**src/design/hexf_pkg.sv**
```systemverilog
package hexf_pkg;

  localparam int unsigned NumChars = 6;
  localparam int unsigned CntW     = $clog2(NumChars + 1);

  localparam logic [6:0] CH_T  = 7'h54;
  localparam logic [6:0] CH_X  = 7'h58;
  localparam logic [6:0] CH_S  = 7'h53;
  localparam logic [6:0] CH_CR = 7'h0D;
  localparam logic [6:0] CH_LF = 7'h0A;
  localparam logic [6:0] CH_0  = 7'h30;
  localparam logic [6:0] CH_A  = 7'h41;

  typedef enum logic [1:0] {
    POS_ADDR  = 2'd0,
    POS_IDENT = 2'd1,
    POS_DATA  = 2'd2
  } pos_e;

  typedef logic [6:0] char_t;

  // One encoded input word: the characters it expands to, in order.
  typedef struct packed {
    char_t [NumChars-1:0] chars;
    logic  [CntW-1:0]     count;
    logic                 closes;
  } enc_word_t;

  function automatic char_t hex_digit(input logic [3:0] nib);
    char_t ch;
    if (nib < 4'd10) begin
      ch = CH_0 + {3'd0, nib};
    end else begin
      ch = CH_A + {3'd0, nib - 4'd10};
    end
    return ch;
  endfunction

endpackage

```
**src/design/hexf_if.sv**
```systemverilog
interface hexf_in_if;
  logic       valid;
  logic       ready;
  logic [7:0] byte_value;
  logic       with_checksum;
  logic       last;

  modport source (output valid, byte_value, with_checksum, last, input ready);
  modport sink   (input valid, byte_value, with_checksum, last, output ready);
endinterface

interface hexf_out_if;
  logic       valid;
  logic       ready;
  logic [6:0] out_char;
  logic       end_of_frame;

  modport source (output valid, out_char, end_of_frame, input ready);
  modport sink   (input valid, out_char, end_of_frame, output ready);
endinterface

```
**src/design/ascii_hex_frame_encoder.sv**
```systemverilog
// Channel | Dir | Word contents
// in_i    | in  | byte_value[7:0], with_checksum, last
// out_o   | out | out_char[6:0], end_of_frame
//
// An accepted byte is encoded in the cycle it arrives and its 2 to 6 characters
// leave one per cycle from the output shift register while out_o is ready.
// The next byte is taken in the cycle the final character of the previous one leaves.
// A stall on out_o holds the current character and blocks in_i once that is the final one.
// Reset clears the frame position, running XOR, checksum mode and pending characters.
module ascii_hex_frame_encoder (
  input logic        clk_i,
  input logic        rst_ni,
  hexf_in_if.sink    in_i,
  hexf_out_if.source out_o
);

  hexf_pkg::enc_word_t word;
  logic                can_load;
  logic                take;

  assign in_i.ready = can_load;
  assign take       = in_i.valid && can_load;

  hexf_encode u_encode (
    .clk_i          (clk_i),
    .rst_ni         (rst_ni),
    .take_i         (take),
    .byte_value_i   (in_i.byte_value),
    .with_checksum_i(in_i.with_checksum),
    .last_i         (in_i.last),
    .word_o         (word)
  );

  hexf_serial u_serial (
    .clk_i         (clk_i),
    .rst_ni        (rst_ni),
    .load_i        (take),
    .word_i        (word),
    .can_load_o    (can_load),
    .valid_o       (out_o.valid),
    .ready_i       (out_o.ready),
    .out_char_o    (out_o.out_char),
    .end_of_frame_o(out_o.end_of_frame)
  );

endmodule

```
**src/design/hexf_encode.sv**
```systemverilog
module hexf_encode (
  input  logic                clk_i,
  input  logic                rst_ni,
  input  logic                take_i,
  input  logic [7:0]          byte_value_i,
  input  logic                with_checksum_i,
  input  logic                last_i,
  output hexf_pkg::enc_word_t word_o
);

  hexf_pkg::pos_e  pos_q, pos_d;
  logic [6:0]      xor_q, xor_d;
  logic            mode_q, mode_d;
  hexf_pkg::char_t hi, lo;
  logic [6:0]      xor_next;

  assign hi       = hexf_pkg::hex_digit(byte_value_i[7:4]);
  assign lo       = hexf_pkg::hex_digit(byte_value_i[3:0]);
  assign xor_next = xor_q ^ hi ^ lo;

  always_comb begin
    word_o        = '0;
    pos_d         = pos_q;
    xor_d         = xor_q;
    mode_d        = mode_q;
    case (pos_q)
      hexf_pkg::POS_ADDR: begin
        word_o.chars[0] = hexf_pkg::CH_T;
        word_o.chars[1] = with_checksum_i ? hexf_pkg::CH_S : hexf_pkg::CH_X;
        word_o.chars[2] = hi;
        word_o.chars[3] = lo;
        word_o.count    = hexf_pkg::CntW'(4);
        pos_d           = hexf_pkg::POS_IDENT;
        xor_d           = hi ^ lo;
        mode_d          = with_checksum_i;
      end
      default: begin
        word_o.chars[0] = hi;
        word_o.chars[1] = lo;
        word_o.count    = hexf_pkg::CntW'(2);
        pos_d           = hexf_pkg::POS_DATA;
        xor_d           = xor_next;
        if (last_i) begin
          word_o.closes = 1'b1;
          if (mode_q) begin
            word_o.chars[2] = hexf_pkg::hex_digit({1'b0, xor_next[6:4]});
            word_o.chars[3] = hexf_pkg::hex_digit(xor_next[3:0]);
            word_o.chars[4] = hexf_pkg::CH_CR;
            word_o.chars[5] = hexf_pkg::CH_LF;
            word_o.count    = hexf_pkg::CntW'(6);
          end else begin
            word_o.chars[2] = hexf_pkg::CH_CR;
            word_o.chars[3] = hexf_pkg::CH_LF;
            word_o.count    = hexf_pkg::CntW'(4);
          end
          pos_d  = hexf_pkg::POS_ADDR;
          xor_d  = '0;
          mode_d = 1'b0;
        end
      end
    endcase
  end

  always_ff @(posedge clk_i or negedge rst_ni) begin
    if (!rst_ni) begin
      pos_q  <= hexf_pkg::POS_ADDR;
      xor_q  <= '0;
      mode_q <= 1'b0;
    end else if (take_i) begin
      pos_q  <= pos_d;
      xor_q  <= xor_d;
      mode_q <= mode_d;
    end
  end

endmodule

```
**src/design/hexf_serial.sv**
```systemverilog
module hexf_serial (
  input  logic                clk_i,
  input  logic                rst_ni,
  input  logic                load_i,
  input  hexf_pkg::enc_word_t word_i,
  output logic                can_load_o,
  output logic                valid_o,
  input  logic                ready_i,
  output logic [6:0]          out_char_o,
  output logic                end_of_frame_o
);

  hexf_pkg::char_t [hexf_pkg::NumChars-1:0] chars_q, chars_d;
  logic [hexf_pkg::CntW-1:0]                rem_q, rem_d;
  logic                                     closes_q, closes_d;
  logic                                     fire;
  logic                                     on_final;

  assign valid_o        = (rem_q != '0);
  assign fire           = valid_o && ready_i;
  assign on_final       = (rem_q == hexf_pkg::CntW'(1));
  assign can_load_o     = !valid_o || (on_final && ready_i);
  assign out_char_o     = chars_q[0];
  assign end_of_frame_o = on_final && closes_q;

  always_comb begin
    chars_d  = chars_q;
    rem_d    = rem_q;
    closes_d = closes_q;
    if (load_i) begin
      chars_d  = word_i.chars;
      rem_d    = word_i.count;
      closes_d = word_i.closes;
    end else if (fire) begin
      chars_d  = {hexf_pkg::char_t'(0), chars_q[hexf_pkg::NumChars-1:1]};
      rem_d    = rem_q - hexf_pkg::CntW'(1);
    end
  end

  always_ff @(posedge clk_i or negedge rst_ni) begin
    if (!rst_ni) begin
      rem_q <= '0;
    end else begin
      rem_q <= rem_d;
    end
  end

  always_ff @(posedge clk_i) begin
    chars_q  <= chars_d;
    closes_q <= closes_d;
  end

endmodule

```
**src/flat_wrapper.sv**
```systemverilog
// flat-port wrapper written by rule: the top's interface ports become plain ports
module ascii_hex_frame_encoder_flat 
  (clk_i, rst_ni, in_i_valid, in_i_byte_value, in_i_with_checksum, in_i_last, in_i_ready, out_o_valid, out_o_out_char, out_o_end_of_frame, out_o_ready);
  hexf_in_if in_i_i ();
  hexf_out_if out_o_i ();
  input logic clk_i;
  input logic rst_ni;
  input wire logic [$bits(in_i_i.valid)-1:0] in_i_valid;
  input wire logic [$bits(in_i_i.byte_value)-1:0] in_i_byte_value;
  input wire logic [$bits(in_i_i.with_checksum)-1:0] in_i_with_checksum;
  input wire logic [$bits(in_i_i.last)-1:0] in_i_last;
  output wire logic [$bits(in_i_i.ready)-1:0] in_i_ready;
  output wire logic [$bits(out_o_i.valid)-1:0] out_o_valid;
  output wire logic [$bits(out_o_i.out_char)-1:0] out_o_out_char;
  output wire logic [$bits(out_o_i.end_of_frame)-1:0] out_o_end_of_frame;
  input wire logic [$bits(out_o_i.ready)-1:0] out_o_ready;
  assign in_i_i.valid = in_i_valid;
  assign in_i_i.byte_value = in_i_byte_value;
  assign in_i_i.with_checksum = in_i_with_checksum;
  assign in_i_i.last = in_i_last;
  assign in_i_ready = in_i_i.ready;
  assign out_o_valid = out_o_i.valid;
  assign out_o_out_char = out_o_i.out_char;
  assign out_o_end_of_frame = out_o_i.end_of_frame;
  assign out_o_i.ready = out_o_ready;
  ascii_hex_frame_encoder u_core (.clk_i(clk_i), .rst_ni(rst_ni), .in_i(in_i_i), .out_o(out_o_i));
endmodule
```
**config.mk**
```make
export PLATFORM = sky130hd
export DESIGN_NAME = ascii_hex_frame_encoder_flat
export DESIGN_NICKNAME = d
export VERILOG_FILES = /design/src/design/hexf_pkg.sv /design/src/design/hexf_if.sv /design/src/design/ascii_hex_frame_encoder.sv /design/src/design/hexf_encode.sv /design/src/design/hexf_serial.sv /design/src/flat_wrapper.sv
export SDC_FILE = /design/constraint.sdc
export NUM_CORES = 1
export LEC_CHECK = 0
export BUFFER_PORTS_ARGS = -buffer_cell sky130_fd_sc_hd__buf_2
export CORE_UTILIZATION = 59
export CTS_CLUSTER_DIAMETER = 150
export DETAILED_ROUTE_END_ITERATION = 6
export GPL_TIMING_DRIVEN = 0
export MAX_ROUTING_LAYER = met4
export PLACE_DENSITY = 0.78
export SYNTH_ARGS = -nofsm -noshare
export SYNTH_HDL_FRONTEND = slang
export SYNTH_SLANG_ARGS = --single-unit
```
**constraint.sdc**
```tcl
create_clock -name clk_i -period 2.7 [get_ports clk_i]
set_input_delay 0.54 -clock clk_i [delete_from_list [all_inputs] [get_ports clk_i]]
set_output_delay 0.54 -clock clk_i [all_outputs]
set_load 0.01 [all_outputs]
```
==> qor.txt, run 1 <==
port bufs -> 23
Initial Utilization -> 61.1%
Logic pwr share -> 41.3%
Seq pwr share -> 40.7%
required time worst endpoint -> 2.75 ns
Net Sw Frac -> 37.2%
first drt pass iteration count -> 5
WL final -> 5.83 mm
initial antenna violation count -> 0
die width -> 69.2 um
DRC -> 0
fin area -> 2960 um2
clock sinks -> 45
EDFF count, synth -> 32
Period minus WS final -> 2.52 ns
RSZ-0062 raised after global routing -> false
post-synthesis async set-or-reset flop share -> 28.9%
first-pass GRT wire length -> 9.72 mm
Unique masters post-synth -> 42
CTS buffer count -> 5
Post-Syn Nets -> 293
WL/cell -> 16.5 um
WP data arrival -> 2.57 ns
GRT overflow -> 0
simple logic cell fraction of the synthesized area -> 13.6%
clk buf depth -> 2
Core Util, Final -> 68.0%
vias in the first global route -> 1964
WS Path Type -> in2reg
Die Y -> 69.2 um
mean post-synth cell area -> 9.86 um2
XOR/XNOR share of the synthesized area -> 8.46%
internal power -> 1.82 mW
HP Class -> in2async
status -> complete, no violations
cells after synthesis -> 270
Layout area overhead -> 11.2%
Yosys top cell area share -> 36.1%
Root Buffer -> clkbuf_8
main flop type after synthesis -> edfxtp_1
MaxCap Viol Count -> 0
DIE AREA -> 4790 um2
startpoint types -> primary input
Starting DRT DRC Count -> 232
Fmax -> 0.397 GHz
synthesized area -> 2660 um2
Max IR drop VDD -> 0.468 mV
slew margin rel. -> 16.7%
# diodes -> 0
H-tree Lvls -> 2
total track usage -> 27.1%
Yosys warnings -> 0
Final Max Slew Viols -> 0
DR vias/cell -> 6.00
Synth Area in Compound Gates -> 19.1%
WHS -> 0.108 ns
Worst-Skew Late Latency -> 0.31 ns
Clock Power Share -> 18.0%
post-synthesis mux area share -> 0.376%
total power -> 2.90 mW
main combinational cell family by area after synthesis -> compound AO/OA/AOI/OAI gates
slack of the critical path -> 0.180 ns
#FFs+latches synth -> 45
final std cells w/o fill -> 353
cts-stage hold buffer count -> 0
Net Sw Power -> 1.08 mW
clock-pin slew on the worst setup and hold paths -> 0.09 ns
pin count of the biggest net entering global routing -> 34
crit-path max FO -> 5
period utilization -> 93.3%
share of layout cells above drive strength 1 -> 14.3%
Post-DP Area -> 2840 um2
Static Leakage -> 1.28 nW
DP Worst Slack -> -0.314 ns
clk_skew -> 0.00566 ns
Adder-Cell Fraction of Synth Area -> 4.23%
dpl hpwl -> 4.04 mm
sequential element share of the synthesized area -> 48.3%
routed via count -> 2119
Rows -> 24
RD Place Congestion -> 0.860
Post-CTS Setup Bufs -> 0
fin nets -> 323
Final setup viols -> 0
top-count cell post-synth -> nand2_1
Setup TNS -> 0 ns
Post-Place Cells -> 345
I/O pins -> 24
Final Hold Viols -> 0
Synth area leaders -> edfxtp_1, dfrtp_1, nand2_1
Core ar. -> 4350 um2
Critical Path Sink Type -> flop
Commonest cells post-synth -> nand2_1, edfxtp_1, nor2_1
worst-margin pin slew -> 1.25 ns
leading area contributor after synthesis -> edfxtp_1
Detail Route Antenna Nets -> 0
CTS tree -> yes
PD cells -> 981 nW/um2
-- state kept, by name, indices dropped and copies added (netlist names) --
name                        count
u_core.u_encode.mode_q          1
u_core.u_encode.pos_q           2
u_core.u_encode.xor_q           7
u_core.u_serial.chars_q        24
u_core.u_serial.closes_q        1
u_core.u_serial.out_char_o      7
u_core.u_serial.rem_q           3
-- worst max-delay path, stage by stage --
cell,delay (ns)
buf_2,0.14
inv_1,0.09
ha_1,0.28
inv_1,0.04
a21oi_1,0.47
xor3_1,0.52
o21ai_2,0.21
xnor2_1,0.14
o221ai_1,0.13
-- power groups by stage --
stage	sequential, mW	clock, mW	combinational (mW)
2_1_floorplan	1.16	0	0.906
3_3_place_gp	1.18	0	1.16
3_5_place_dp	1.19	0	1.18
4_1_cts	1.18	0.526	1.19
5_1_grt	1.21	0.552	1.34
6_report	1.18	0.522	1.20
-- worst paths after layout --
check                                                 from                       endpoint  slack (ns)  cells after the start
worst min-delay path                                rst_ni         u_core.u_encode.mode_q        0.11                      1
max in group asynchronous                           rst_ni       u_core.u_encode.xor_q[2]        2.35                      1
worst max register to register    u_core.u_serial.rem_q[0]    u_core.u_serial.chars_q[14]        0.32                      8
min in group clk_i                      in_i_with_checksum         u_core.u_encode.mode_q        0.50                      2
worst min register to register  u_core.u_serial.chars_q[8]  u_core.u_serial.out_char_o[1]        0.52                      2
worst max-delay path                    in_i_byte_value[5]    u_core.u_serial.chars_q[21]        0.18                      9
-- layout by cell type (no fill, tap or decap), types with 9 or more instances in the layout --
cell      instances
nand2_1          35
ha_1              9
clkbuf_1          9
buf_2            23
nor2_1           23
a21oi_1          18
xnor2_1           9
o21ai_0          11
dfrtp_1          13
inv_1            16
nand3_1          12
edfxtp_1         32
a31oi_1          13
-- layer usage --
layer | up-vias | global-route usage (%) | part of all wire (%)
li1 | 1031 | - | -
met3 | 14 | 5.38 | 5.4
met1 | 987 | 36.3 | 45
met5 | - | - | 0
met2 | 87 | 40.7 | 47
met4 | 0 | 11.6 | 2.8
-- kinds of logic after synthesis --
kind of cell               count (synthesis)
buffers and inverters                     35
AOI/OAI and AO/OA                         77
muxes                                      1
xor gates and xnor gates                  19
adders and majority gates                  9
and+or+nand+nor                           84
DFF                                       45
-- layout make-up --
class | instances | area (um2)
Tap cell | 52 | 65.1
Clock buffer | 5 | 68.8
Buffer | 19 | 97.6
Timing Repair Buffer | 23 | 115
Sequential cell | 45 | 1290
Multi-Input combinational cell | 190 | 1220
Clock inverter | 3 | 46.3
Inverter | 16 | 60.1
Fill cell | 339 | 1390
-- timing repair --
item                                    in CTS  in global routing
endpoints found under the setup margin       0                  1
resized for setup                            0                  1
hold endpoints to repair                     0                  0
Power figures use the tool's default switching activity.
==> run 2, diff against run 1 <==
--- a/config.mk
+++ b/config.mk
@@ -12,6 +12,7 @@
 export GPL_TIMING_DRIVEN = 0
 export MAX_ROUTING_LAYER = met4
 export PLACE_DENSITY = 0.78
+export RECOVER_POWER = 25
 export SYNTH_ARGS = -nofsm -noshare
 export SYNTH_HDL_FRONTEND = slang
 export SYNTH_SLANG_ARGS = --single-unit
==> run 2 against run 1 <==
Non-clock buffer count unchanged. Cell area is 0.42% lower. Critical endpoint unchanged. Sequential share of layout area is 0.18 points higher. Via count is the same. Worst hold slack gained 0.15 ns. Critical path depth is the same. Routed wire length rose by 0.29%. Cell count is the same. Sequential power about the same. Highest routed layer unchanged.
==> qor.txt, run 2 (synthesis results as in run 1) <==
internal power -> 1.81 mW (was 1.82 mW)
WL final -> 5.85 mm (was 5.83 mm)
Initial Utilization -> 61.1% (unchanged)
period utilization -> 93.8% (was 93.3%)
met3 Use GR -> 5.38% (unchanged)
initial antenna violation count -> 0 (unchanged)
Max IR drop VDD -> 0.469 mV (was 0.468 mV)
Fmax -> 0.395 GHz (was 0.397 GHz)
CTS tree -> yes (unchanged)
Root Buffer -> clkbuf_8 (unchanged)
H-tree Lvls -> 2 (unchanged)
global routing met2 resource utilization -> 40.7% (unchanged)
largest register by flop count -> u_core.u_serial.chars_q (unchanged)
pin count of the biggest net entering global routing -> 34 (unchanged)
commonest non-fill, non-tap cell in the layout -> nand2_1 (unchanged)
Layout area overhead -> 10.8% (was 11.2%)
I/O pins -> 24 (unchanged)
gr busiest metal -> met2 (unchanged)
slowest stage delay, CP -> 0.47 ns (was 0.52 ns)
crit-path cells -> buf_2 -> inv_1 -> ha_1 -> xor2_1 -> a21oi_2 -> xor3_1 -> o21ai_2 -> xnor2_1 -> o221ai_1 (was buf_2 -> inv_1 -> ha_1 -> inv_1 -> a21oi_1 -> xor3_1 -> o21ai_2 -> xnor2_1 -> o221ai_1)
Worst-Skew Late Latency -> 0.31 ns (about the same)
post-cts sizing count -> 0 (unchanged)
DR vias/cell -> 6.00 (unchanged)
clk buf depth -> 2 (unchanged)
MaxCap Viol Count -> 0 (unchanged)
clk_skew -> 0.00487 ns (was 0.00566 ns)
Final Hold Viols -> 0 (unchanged)
DRC -> 0 (unchanged)
slew margin rel. -> 16.6% (was 16.7%)
Period minus WS final -> 2.53 ns (was 2.52 ns)
share of layout cells above drive strength 1 -> 11.0% (was 14.3%)
Die Y -> 69.2 um (unchanged)
# diodes -> 0 (unchanged)
Core ar. -> 4350 um2 (unchanged)
RD Place Congestion -> 0.860 (unchanged)
startpoint types -> primary input (unchanged)
Logic pwr share -> 41.2% (was 41.3%)
Seq pwr share -> 40.8% (was 40.7%)
Starting DRT DRC Count -> 232 (unchanged)
total power -> 2.90 mW (about the same)
vias in the first global route -> 1964 (unchanged)
worst-margin pin slew -> 1.25 ns (about the same)
Buf/Inv on CP -> 2 (was 3)
first-pass GRT wire length -> 9.72 mm (unchanged)
WP data arrival -> 2.58 ns (was 2.57 ns)
Post-CTS Setup Bufs -> 0 (unchanged)
met1 Usage GRT -> 36.3% (unchanged)
Net Sw Frac -> 37.4% (was 37.2%)
WS Path Type -> in2reg (unchanged)
required time worst endpoint -> 2.75 ns (about the same)
Final setup viols -> 0 (unchanged)
HP Class -> in2async (unchanged)
clock sinks -> 45 (unchanged)
DIE AREA -> 4790 um2 (unchanged)
most frequent cells in the layout -> nand2_1, edfxtp_1, nor2_1 (was nand2_1, edfxtp_1, nor2_1, buf_2, a21oi_1)
Static Leakage -> 1.25 nW (was 1.28 nW)
crit-path max FO -> 5 (unchanged)
max FFs per register -> 24 (unchanged)
first drt pass iteration count -> 5 (unchanged)
CTS buffer count -> 5 (unchanged)
Clock Power Share -> 18.0% (about the same)
cts-stage hold buffer count -> 0 (unchanged)
routed via count -> 2119 (unchanged)
CP max-delay cell -> xor3_1 (unchanged)
die width -> 69.2 um (unchanged)
Critical Path Sink Type -> flop (unchanged)
largest delay contributor family on the critical path -> XOR/XNOR gates (was compound AO/OA/AOI/OAI gates)
GRT overflow -> 0 (unchanged)
port bufs -> 23 (unchanged)
WHS -> 0.260 ns (was 0.108 ns)
total track usage -> 27.1% (unchanged)
Rows -> 24 (unchanged)
clock-pin slew on the worst setup and hold paths -> 0.09 ns (about the same)
Final Max Slew Viols -> 0 (unchanged)
fin nets -> 323 (unchanged)
dpl hpwl -> 4.04 mm (unchanged)
Net Sw Power -> 1.08 mW (about the same)
PD cells -> 982 nW/um2 (was 981 nW/um2)
RSZ-0062 raised after global routing -> false (unchanged)
Detail Route Antenna Nets -> 0 (unchanged)
status -> complete, no violations (unchanged)
WL/cell -> 16.6 um (was 16.5 um)
run 2: power by group through the flow:
stage | Clock [mW] | Combinational [mW] | Sequential, mW
2_1_floorplan | 0 | 0.906 | 1.16
3_3_place_gp | 0 | 1.16 | 1.18
3_5_place_dp | 0 | 1.18 | 1.19
4_1_cts | 0.526 | 1.19 | 1.18
5_1_grt | 0.552 | 1.33 | 1.21
6_report | 0.522 | 1.19 | 1.18
run 2: per-layer routing:
| layer | part of all wire (%) | wire length, um | vias up |
|---|---|---|---|
| li1 | - | - | 1031 |
| met5 | 0 | 0 | - |
| met4 | 2.5 | 148 | 0 |
| met2 | 47 | 2740 | 86 |
| met3 | 6.0 | 352 | 14 |
| met1 | 45 | 2610 | 988 |
run 2: path summary, 6_finish.rpt:
check | cells after the start | from | endpoint | slack, ns
min reg2reg | 2 | u_core.u_serial.chars_q[8] | u_core.u_serial.out_char_o[1] | 0.52
max reg2reg | 8 | u_core.u_serial.rem_q[0] | u_core.u_serial.chars_q[14] | 0.32
min in group clk_i | 2 | in_i_with_checksum | u_core.u_encode.mode_q | 0.50
max | 9 | in_i_byte_value[5] | u_core.u_serial.chars_q[21] | 0.17
max in group asynchronous | 1 | rst_ni | u_core.u_encode.xor_q[2] | 1.97
min | 1 | rst_ni | u_core.u_encode.mode_q | 0.26
run 2: per-stage QoR:
step / cell area (um2) / instances / TNS (ns) / util (%) / setup slack [ns]
6_report: 2950 / 353 / 0 / 67.7 / 0.169
5_1_grt: 2950 / 353 / 0 / 67.7 / 0.0670
4_1_cts: 2960 / 353 / 0 / 67.9 / 0.00805
3_5_place_dp: 2840 / 345 / -0.730 / 65.3 / -0.314
3_3_place_gp: 2840 / 345 / -0.479 / 65.3 / -0.278
2_1_floorplan: 2660 / 270 / 0 / - / 0.201
run 2: cell type report:
type	instances	area, um2
repair buffers	23	103
clock inverters	3	46.3
clock buffers	5	68.8
well taps	52	65.1
fillers	346	1410
multi-input cells	190	1220
inverters	16	60.1
plain buffers	19	97.6
flip-flops and latches	45	1290
